<file path="config.mk">
export PLATFORM = sky130hd
export DESIGN_NAME = rectangle_grid_placer_core
export DESIGN_NICKNAME = d
export VERILOG_FILES = /design/src/rtl/rgp_pkg.sv /design/src/rtl/rectangle_grid_placer_core.sv /design/src/rtl/rgp_ctrl.sv /design/src/rtl/rgp_datapath.sv
export SDC_FILE = /design/constraint.sdc
export NUM_CORES = 2
export LEC_CHECK = 0
export BUFFER_PORTS_ARGS = -buffer_cell sky130_fd_sc_hd__buf_4
export CAP_MARGIN = 20
export CORE_ASPECT_RATIO = 1.75
export CORE_MARGIN = 5
export CORE_UTILIZATION = 41
export DETAILED_ROUTE_END_ITERATION = 8
export PLACE_DENSITY_LB_ADDON = 0.15
export SLEW_MARGIN = 20
export SYNTH_ARGS = -nofsm -noshare
export SYNTH_HDL_FRONTEND = slang
export SYNTH_SLANG_ARGS = --single-unit
</file>
<file path="constraint.sdc">
create_clock -name clock -period 19.7 [get_ports clock]
set_input_delay 3.94 -clock clock [delete_from_list [all_inputs] [get_ports clock]]
set_output_delay 3.94 -clock clock [all_outputs]
set_load 0.005 [all_outputs]
</file>
<file path="src/rtl/rgp_pkg.sv">
// ----------------------------------------------------------------------------
// rgp_pkg
// Shared types and constants of the rectangle grid placer: field widths,
// result status codes, controller states and the command and status bundles
// that join the controller and the datapath.
// ----------------------------------------------------------------------------
package rgp_pkg;

   // Coordinates and sizes are unsigned Q10.4.
   localparam int COORD_W   = 14;
   localparam int CSR_ADR_W = 1;
   localparam int SLOT_W    = 6;

   // Candidate position widths: x may pass the board by one step, y by one row.
   localparam int CAND_X_W = COORD_W + 2;
   localparam int CAND_Y_W = COORD_W + 1;

   // One grid unit is 1.0 in Q10.4.
   localparam int FRAC_BITS = 4;
   localparam logic [CAND_X_W-1:0] UNIT_STEP = CAND_X_W'(1 << FRAC_BITS);

   localparam logic [COORD_W-1:0] BOARD_RESET = 14'd320;

   // Register indexes.
   localparam logic [CSR_ADR_W-1:0] CSR_BOARD_WIDTH  = 1'b0;
   localparam logic [CSR_ADR_W-1:0] CSR_BOARD_HEIGHT = 1'b1;

   // Action codes.
   localparam logic ACT_PLACE = 1'b0;
   localparam logic ACT_CLEAR = 1'b1;

   // Padded payload widths on the stream ports.
   localparam int REQ_DATA_W = 32;
   localparam int RSP_DATA_W = 40;

   typedef enum logic [1:0] {
      ST_PLACED  = 2'd0,
      ST_NOFIT   = 2'd1,
      ST_FULL    = 2'd2,
      ST_CLEARED = 2'd3
   } rsp_status_type;

   typedef enum logic [2:0] {
      S_IDLE,
      S_DECIDE,
      S_BOUND,
      S_READ,
      S_CHECK,
      S_ADVANCE,
      S_WRAP,
      S_EMIT
   } ctrl_state_type;

   // One stored rectangle.
   typedef struct packed {
      logic [COORD_W-1:0] x;
      logic [COORD_W-1:0] y;
      logic [COORD_W-1:0] w;
      logic [COORD_W-1:0] h;
   } rect_entry_type;

   // Controller to datapath.
   typedef struct packed {
      logic           load;
      logic           k_reset;
      logic           k_inc;
      logic           hit;
      logic           advance;
      logic           wrap;
      logic           emit;
      rsp_status_type code;
   } dp_cmd_type;

   // Datapath to controller.
   typedef struct packed {
      logic is_clear;
      logic full;
      logic in_bounds;
      logic k_end;
      logic overlap;
      logic out_free;
   } dp_sts_type;

endpackage

</file>
<file path="src/rtl/rectangle_grid_placer_core.sv">
// ----------------------------------------------------------------------------
// rectangle_grid_placer_core
// Bottom-left grid placement of rectangles on a board of configurable size.
// ----------------------------------------------------------------------------
// Usage:
// Each req item is a place or clear request (req_tuser). A place request is
// scanned from (0,0) on the unit grid, right then up, against the stored table;
// the first free position is stored and returned with its slot. One rsp item
// follows each req item, its status in rsp_tuser.
// A clear or full-table item goes from the decide state straight to its
// result. A place item runs, for each candidate position, a bounds test,
// then reads and compares the stored entries in turn (one table read port,
// one entry per compare), and moves past a blocker in an advance and a wrap
// step. The final free position is compared against every stored entry
// before the table walk closes. One item is in flight at a time;
// req_tready is high only while idle. The result sits in an output
// register, so a new item is taken while the previous result waits; a
// stalled rsp holds the scan before its result. Reset empties the table and
// restores a 20.0 x 20.0 board. The user must write the board registers on
// the csr port only while no item is in flight; the core does not enforce it.
// ----------------------------------------------------------------------------
module rectangle_grid_placer_core #(
   parameter int MAX_RECTS = 64
) (
   input  logic                            clock,
   input  logic                            reset,
   // Configuration writes.
   input  logic                            csr_we,
   input  logic [rgp_pkg::CSR_ADR_W-1:0]   csr_addr,
   input  logic [rgp_pkg::COORD_W-1:0]     csr_wdata,
   // Requests.
   input  logic                            req_tvalid,
   output logic                            req_tready,
   // [13:0] rect_width, [27:14] rect_height, [31:28] zero
   input  logic [rgp_pkg::REQ_DATA_W-1:0]  req_tdata,
   // [0] action
   input  logic                            req_tuser,
   // Results.
   output logic                            rsp_tvalid,
   input  logic                            rsp_tready,
   // [13:0] pos_x, [27:14] pos_y, [33:28] slot, [39:34] zero
   output logic [rgp_pkg::RSP_DATA_W-1:0]  rsp_tdata,
   // [1:0] status
   output logic [1:0]                      rsp_tuser
);
   import rgp_pkg::*;

   dp_cmd_type cmd;
   dp_sts_type sts;

   // Sequencer.
   rgp_ctrl u_ctrl (
      .clock      (clock),
      .reset      (reset),
      .req_tvalid (req_tvalid),
      .req_tready (req_tready),
      .sts        (sts),
      .cmd        (cmd)
   );

   // Table, scan arithmetic and output register.
   rgp_datapath #(
      .MAX_RECTS (MAX_RECTS)
   ) u_datapath (
      .clock      (clock),
      .reset      (reset),
      .csr_we     (csr_we),
      .csr_addr   (csr_addr),
      .csr_wdata  (csr_wdata),
      .req_tdata  (req_tdata),
      .req_tuser  (req_tuser),
      .cmd        (cmd),
      .sts        (sts),
      .rsp_tvalid (rsp_tvalid),
      .rsp_tready (rsp_tready),
      .rsp_tdata  (rsp_tdata),
      .rsp_tuser  (rsp_tuser)
   );

endmodule

</file>
<file path="src/rtl/rgp_ctrl.sv">
// ----------------------------------------------------------------------------
// rgp_ctrl
// Sequencer of the placer: takes an item, walks the candidate positions and
// the stored table one entry at a time, and hands the result to the output.
// ----------------------------------------------------------------------------
module rgp_ctrl (
   input  logic                clock,
   input  logic                reset,
   input  logic                req_tvalid,
   output logic                req_tready,
   input  rgp_pkg::dp_sts_type sts,
   output rgp_pkg::dp_cmd_type cmd
);
   import rgp_pkg::*;

   ctrl_state_type state_ff, state_in;
   rsp_status_type code_ff, code_in;

   // State and result code registers.
   always_ff @(posedge clock) begin
      if (reset) begin
         state_ff <= S_IDLE;
         code_ff  <= ST_PLACED;
      end else begin
         state_ff <= state_in;
         code_ff  <= code_in;
      end
   end

   // Next state and commands.
   always_comb begin
      state_in   = state_ff;
      code_in    = code_ff;
      cmd        = '0;
      cmd.code   = code_ff;
      req_tready = 1'b0;
      unique case (state_ff)
         S_IDLE: begin
            req_tready = 1'b1;
            if (req_tvalid) begin
               cmd.load = 1'b1;
               state_in = S_DECIDE;
            end
         end
         S_DECIDE: begin
            if (sts.is_clear) begin
               code_in  = ST_CLEARED;
               state_in = S_EMIT;
            end else if (sts.full) begin
               code_in  = ST_FULL;
               state_in = S_EMIT;
            end else begin
               state_in = S_BOUND;
            end
         end
         S_BOUND: begin
            if (!sts.in_bounds) begin
               code_in  = ST_NOFIT;
               state_in = S_EMIT;
            end else begin
               cmd.k_reset = 1'b1;
               state_in    = S_READ;
            end
         end
         S_READ: begin
            // The table read of entry k is registered during this cycle.
            if (sts.k_end) begin
               code_in  = ST_PLACED;
               state_in = S_EMIT;
            end else begin
               state_in = S_CHECK;
            end
         end
         S_CHECK: begin
            if (sts.overlap) begin
               cmd.hit  = 1'b1;
               state_in = S_ADVANCE;
            end else begin
               cmd.k_inc = 1'b1;
               state_in  = S_READ;
            end
         end
         S_ADVANCE: begin
            cmd.advance = 1'b1;
            state_in    = S_WRAP;
         end
         S_WRAP: begin
            cmd.wrap = 1'b1;
            state_in = S_BOUND;
         end
         S_EMIT: begin
            if (sts.out_free) begin
               cmd.emit = 1'b1;
               state_in = S_IDLE;
            end
         end
         default: state_in = S_IDLE;
      endcase
   end

endmodule

</file>
<file path="src/rtl/rgp_datapath.sv">
// ----------------------------------------------------------------------------
// rgp_datapath
// Board registers, rectangle table, candidate position, overlap test and
// the output register of the placer.
// ----------------------------------------------------------------------------
module rgp_datapath #(
   parameter int MAX_RECTS = 64
) (
   input  logic                                   clock,
   input  logic                                   reset,
   input  logic                                   csr_we,
   input  logic [rgp_pkg::CSR_ADR_W-1:0]          csr_addr,
   input  logic [rgp_pkg::COORD_W-1:0]            csr_wdata,
   input  logic [rgp_pkg::REQ_DATA_W-1:0]         req_tdata,
   input  logic                                   req_tuser,
   input  rgp_pkg::dp_cmd_type                    cmd,
   output rgp_pkg::dp_sts_type                    sts,
   output logic                                   rsp_tvalid,
   input  logic                                   rsp_tready,
   output logic [rgp_pkg::RSP_DATA_W-1:0]         rsp_tdata,
   output logic [1:0]                             rsp_tuser
);
   import rgp_pkg::*;

   localparam int CNT_W = $clog2(MAX_RECTS + 1);
   localparam int IDX_W = (MAX_RECTS > 1) ? $clog2(MAX_RECTS) : 1;

   logic [COORD_W-1:0]  board_w_ff, board_h_ff;
   logic                action_ff;
   logic [COORD_W-1:0]  w_ff, h_ff;
   logic [CAND_X_W-1:0] x_ff;
   logic [CAND_Y_W-1:0] y_ff;
   logic [CNT_W-1:0]    count_ff, k_ff;
   logic [CAND_Y_W-1:0] edge_ff;
   rect_entry_type      mem [MAX_RECTS];
   rect_entry_type      rd_ff;

   logic                rsp_valid_ff;
   logic [COORD_W-1:0]  rsp_x_ff, rsp_y_ff;
   logic [SLOT_W-1:0]   rsp_slot_ff;
   rsp_status_type      rsp_status_ff;

   logic [CAND_X_W:0]         x_end;
   logic [CAND_Y_W:0]         y_end;
   logic [CAND_Y_W:0]         ent_x_end, ent_y_end;
   logic [CAND_Y_W-1:0]       gap;
   logic [CAND_X_W-1:0]       step;
   logic [CNT_W+SLOT_W-1:0]   count_ext;
   logic                      placed;

   // Configuration registers.
   always_ff @(posedge clock) begin
      if (reset) begin
         board_w_ff <= BOARD_RESET;
         board_h_ff <= BOARD_RESET;
      end else if (csr_we) begin
         if (csr_addr == CSR_BOARD_WIDTH)  board_w_ff <= csr_wdata;
         if (csr_addr == CSR_BOARD_HEIGHT) board_h_ff <= csr_wdata;
      end
   end

   // Candidate extents and stored entry extents, without wrapping.
   assign x_end     = {1'b0, x_ff} + (CAND_X_W + 1)'(w_ff);
   assign y_end     = {1'b0, y_ff} + (CAND_Y_W + 1)'(h_ff);
   assign ent_x_end = (CAND_Y_W + 1)'(rd_ff.x) + (CAND_Y_W + 1)'(rd_ff.w);
   assign ent_y_end = (CAND_Y_W + 1)'(rd_ff.y) + (CAND_Y_W + 1)'(rd_ff.h);

   // Status toward the controller.
   always_comb begin
      sts.is_clear  = (action_ff == ACT_CLEAR);
      sts.full      = (count_ff == CNT_W'(MAX_RECTS));
      sts.in_bounds = (x_end <= (CAND_X_W + 1)'(board_w_ff)) &&
                      (y_end <= (CAND_Y_W + 1)'(board_h_ff));
      sts.k_end     = (k_ff == count_ff);
      sts.overlap   = ((CAND_Y_W + 1)'(x_ff) < ent_x_end) &&
                      (x_end > (CAND_X_W + 1)'(rd_ff.x)) &&
                      ({1'b0, y_ff} < ent_y_end) &&
                      (y_end > (CAND_Y_W + 1)'(rd_ff.y));
      sts.out_free  = !rsp_valid_ff || rsp_tready;
   end

   // Skip past the blocker: round the distance to its right edge up to a unit.
   assign gap  = edge_ff - x_ff[CAND_Y_W-1:0];
   assign step = (CAND_X_W'(gap) + UNIT_STEP - CAND_X_W'(1)) &
                 ~(UNIT_STEP - CAND_X_W'(1));

   // Item capture, candidate position and table walk.
   always_ff @(posedge clock) begin
      if (cmd.load) begin
         action_ff <= req_tuser;
         w_ff      <= req_tdata[COORD_W-1:0];
         h_ff      <= req_tdata[2*COORD_W-1:COORD_W];
         x_ff      <= '0;
         y_ff      <= '0;
      end else if (cmd.advance) begin
         x_ff <= x_ff + step;
      end else if (cmd.wrap && (x_end > (CAND_X_W + 1)'(board_w_ff))) begin
         x_ff <= '0;
         y_ff <= y_ff + CAND_Y_W'(UNIT_STEP);
      end
      if (cmd.k_reset) begin
         k_ff <= '0;
      end else if (cmd.k_inc) begin
         k_ff <= k_ff + CNT_W'(1);
      end
      if (cmd.hit) begin
         edge_ff <= ent_x_end[CAND_Y_W-1:0];
      end
   end

   // Rectangle table: written on placement, read at the walk index.
   assign placed = cmd.emit && (cmd.code == ST_PLACED);

   always_ff @(posedge clock) begin
      if (placed) begin
         mem[count_ff[IDX_W-1:0]] <= '{x: x_ff[COORD_W-1:0], y: y_ff[COORD_W-1:0],
                                       w: w_ff, h: h_ff};
      end
      rd_ff <= mem[k_ff[IDX_W-1:0]];
   end

   // Fill count.
   always_ff @(posedge clock) begin
      if (reset) begin
         count_ff <= '0;
      end else if (cmd.emit && (cmd.code == ST_CLEARED)) begin
         count_ff <= '0;
      end else if (placed) begin
         count_ff <= count_ff + CNT_W'(1);
      end
   end

   assign count_ext = {{SLOT_W{1'b0}}, count_ff};

   // Output register.
   always_ff @(posedge clock) begin
      if (reset) begin
         rsp_valid_ff <= 1'b0;
      end else if (cmd.emit) begin
         rsp_valid_ff <= 1'b1;
      end else if (rsp_tready) begin
         rsp_valid_ff <= 1'b0;
      end
      if (cmd.emit) begin
         rsp_status_ff <= cmd.code;
         rsp_x_ff      <= placed ? x_ff[COORD_W-1:0] : '0;
         rsp_y_ff      <= placed ? y_ff[COORD_W-1:0] : '0;
         rsp_slot_ff   <= placed ? count_ext[SLOT_W-1:0] : '0;
      end
   end

   assign rsp_tvalid = rsp_valid_ff;
   assign rsp_tuser  = rsp_status_ff;
   assign rsp_tdata  = {{(RSP_DATA_W - 2*COORD_W - SLOT_W){1'b0}},
                        rsp_slot_ff, rsp_y_ff, rsp_x_ff};

endmodule

</file>
==> impl_results.md <==
- Mean area per synthesized cell: 23.1 sq um
- FF-to-FF path depth: 7
- Post-detail-place hpwl: 199000 um
- Post-Synth Simple-Gate Area: 0.0154
- Final period util: 0.382
- First-pass GRT wire length: 482000 um
- Post-Syn Instances: 5515
- CTS buffer count: 307
- Peak supply drop: 0.0991 mV
- RSZ-0062 raised after global routing: false
- Root Driver: clkbuf_16
- Fin. Hold Viols: 0
- Clk pin slew, worst setup/hold paths: 0.06 ns
- Final setup skew: 0.0665 ns
- Cell area after synthesis: 127000 sq um
- Number of global-route vias before repair: 61900
- R2r endpoint: u_datapath.rd_ff[15]
- Adder-Cell Fraction of Synth Area: 0.0140
- Hold EP: u_datapath.edge_ff[0]
- Compound-gate portion of the synthesized area: 0.0121
- Final Total Pwr: 20.2 mW
- FP Rows: 270
- Hold WC Path Type: reg2reg
- Die ar.: 322000 sq um
- WP data required: 20.21 ns
- Detail Route Antenna Nets: 0
- Initial core utilization: 0.411
- Total I/O pin count: 97
- CTS tree: done
- Post-synth EDFFs: 3144
- Status: completed
- DRC viols: 0
- Worst Path Max Fanout: 31
- Post-synthesis xor/xnor area fraction: 0.00523
- Core area: 309000 sq um
- Nets@finish: 6022
- Final TNS setup: 0 ns
- CP arrival: 8.04 ns
- Post-synthesis sequential area ratio: 0.761
- Async SR Flop Fraction: 0
- Drt first pass iters: 5
- Postcts setup bufs: 0
- Share of layout cells above drive strength 1: 0.300
- Routed WL: 343000 um
- Max clock buf depth: 4
- Count of pins over their slew limit: 0
- Leakage: 44.7 nW
- Worst Setup End Kind: flip-flop
- Mux cell area share after synthesis: 0.179
- Largest family of logic cells by synthesized area: multiplexers
- Clk_lat worst skew: 0.90 ns
- Slew @ Worst Pin: 1.15 ns
- Die Ht: 747 um
- Synth warn: 0
- Final setup fails: 0
- Ys flop type: edfxtp_1
- Max-Cap Viols: 0
- Die X: 431 um
- Seq cells post-synth: 3263
- Startpoint types: input pin
- Initial antenna violation count: 21
- Hold path start: u_datapath.rd_ff[14]
- # hold bufs at CTS: 0
- Post-cts sizing count: 0
- Synth cell types: 79
- Htree depth: 5
- Gr usage total: 0.212
- Min-Delay Path Depth: 0
- Synth-to-layout area growth: 12.9%
- Fmax: 133 MHz
- PD cells: 141 nW/um^2
- R2r setup slk: 13.61 ns
- WS Path Type: in2reg
- DR vias: 58700
- Final Critical Period: 7.53 ns
- Clk sink count: 3263
- GRT overflow: 0
- Routability congestion estimate: 0.817
- Fin util: 0.464
- FF-to-FF Start: u_datapath.k_ff[1]
- Largest net degree at the start of global routing: 103
- Port Buffers: 78
- WL per Instance: 33.8 um
- Iteration-0 DRC Markers: 5442
- Routed vias/inst: 5.78
- Slew margin rel.: 0.234
[flip-flops by register name, summed over array words and instances (netlist names), 7 cells and up]
name	flops
u_datapath.board_h_ff	14
u_datapath.board_w_ff	14
u_datapath.count_ff	7
u_datapath.edge_ff	15
u_datapath.h_ff	14
u_datapath.k_ff	7
u_datapath.mem	3072
u_datapath.rd_ff	48
u_datapath.rsp_x_ff	10
u_datapath.rsp_y_ff	10
u_datapath.w_ff	14
u_datapath.x_ff	12
u_datapath.y_ff	11
[layout by cell type (no fill, tap or decap), types with 17 or more instances in the layout]
cell,count
edfxtp_1,3144
mux4_2,1008
clkbuf_16,317
buf_4,258
ha_1,138
nand2_1,107
inv_1,100
dfxtp_1,93
a21oi_1,82
clkbuf_1,72
nor2_4,64
nor2_1,57
clkinv_2,57
xnor2_1,47
clkinv_1,39
nand3_1,35
and2_1,33
a21o_1,29
o21ai_0,29
xor2_1,29
bufinv_16,24
dfxtp_2,20
clkinvlp_4,19
nand4_1,18
conb_1,17
[where the power goes]
group | internal [mW] | switching, mW
Clock | 3.31 | 2.59
Sequential | 8.14 | 0.225
Combinational | 2.61 | 3.33
Total | 14.1 | 6.14
[cells in the mapped netlist, drive strengths merged, types with 3 or more instances]
| library cell | count | area (sq um) |
|---|---|---|
| buf | 146 | 732 |
| inv | 100 | 375 |
| xor2 | 29 | 254 |
| nor2 | 121 | 454 |
| nor4 | 8 | 65.1 |
| clkbuf | 132 | 497 |
| a221oi | 3 | 26.3 |
| o21bai | 15 | 116 |
| or3 | 10 | 62.6 |
| dfxtp | 119 | 2380 |
| a21o | 29 | 218 |
| o21a | 12 | 90.1 |
| a211o | 5 | 43.8 |
| or3b | 3 | 26.3 |
| nand4 | 19 | 125 |
| and2 | 34 | 213 |
| nand2 | 107 | 402 |
| nor2b | 17 | 106 |
| nor3 | 16 | 80.1 |
| a31oi | 7 | 50.1 |
| mux2i | 12 | 120 |
| ha | 138 | 1730 |
| o2111ai | 3 | 26.3 |
| o21ai | 32 | 164 |
| o31ai | 3 | 22.5 |
| and3 | 3 | 18.8 |
| nand3 | 35 | 175 |
| edfxtp | 3144 | 94400 |
| nor3b | 4 | 35.0 |
| o211ai | 6 | 50.1 |
| a21oi | 82 | 410 |
| nand2b | 10 | 62.6 |
| nand3b | 6 | 45.0 |
| fa | 3 | 60.1 |
| a211oi | 13 | 115 |
| mux4 | 1008 | 22700 |
| xnor2 | 47 | 412 |
[layer usage]
metal | GRT usage | vias up | routed length (um)
met1 | 0.272 | 32500 | 132000
met5 | 0 | - | 0
li1 | - | 24000 | -
met4 | 0.0559 | 0 | 9270
met3 | 0.0250 | 447 | 18300
met2 | 0.382 | 1789 | 183000
[cell type report]
type / instances / area (sq um)
Fill cell: 25400 / 166000
Sequential cell: 3263 / 96800
Multi-Input combinational cell: 1888 / 29300
Clock buffer: 399 / 8330
Tap cell: 4080 / 5100
Timing Repair Buffer: 267 / 2100
Clock inverter: 149 / 1460
Inverter: 101 / 379
Antenna cell: 5 / 12.5
[worst max path at each step]
stage,slack (ns),to,start
floorplan,10.72,u_datapath.mem[42][0],rsp_tready
global placement,11.24,u_datapath.mem[12][52],rsp_tready
detailed placement,11.19,u_datapath.mem[12][1],rsp_tready
CTS,12.16,u_datapath.mem[60][10],rsp_tready
global route,12.00,u_datapath.mem[12][27],rsp_tready
finish,12.17,u_datapath.mem[12][52],rsp_tready
[critical path, stage by stage]
cell and delay (ns):
buf_4 0.07, nand2b_1 0.18, nor2b_2 0.16, buf_4 0.35, nor3b_2 0.23, buf_4 0.29
and2_1 0.29, nand2_1 0.68, nor2_4 1.02, buf_4 0.68
[metrics by stage]
stage | instances | area (sq um) | worst slack [ns] | hold WS [ns]
final | 10200 | 144000 | 12.17 | 0.444
after detailed placement | 9598 | 134000 | 11.19 | 0.438
after CTS | 10100 | 144000 | 12.16 | 0.452
after global routing | 10100 | 144000 | 12.00 | 0.459
after floorplan | 5530 | 127000 | 10.72 | 0.401
after global placement | 9596 | 134000 | 11.24 | 0.438
[logic make-up (layout without fill, tap and decap cells)]
| kind of cell | Yosys count | after routing |
|---|---|---|
| AOI/OAI and AO/OA | 232 | 232 |
| xor gates and xnor gates | 76 | 76 |
| adders and majority gates | 141 | 141 |
| buffers and inverters | 379 | 916 |
| DFF | 3263 | 3263 |
| muxes | 1020 | 1020 |
| other | 2 | 22 |
| and+or+nand+nor | 402 | 402 |
No activity file was read; power rests on OpenSTA's default activity.
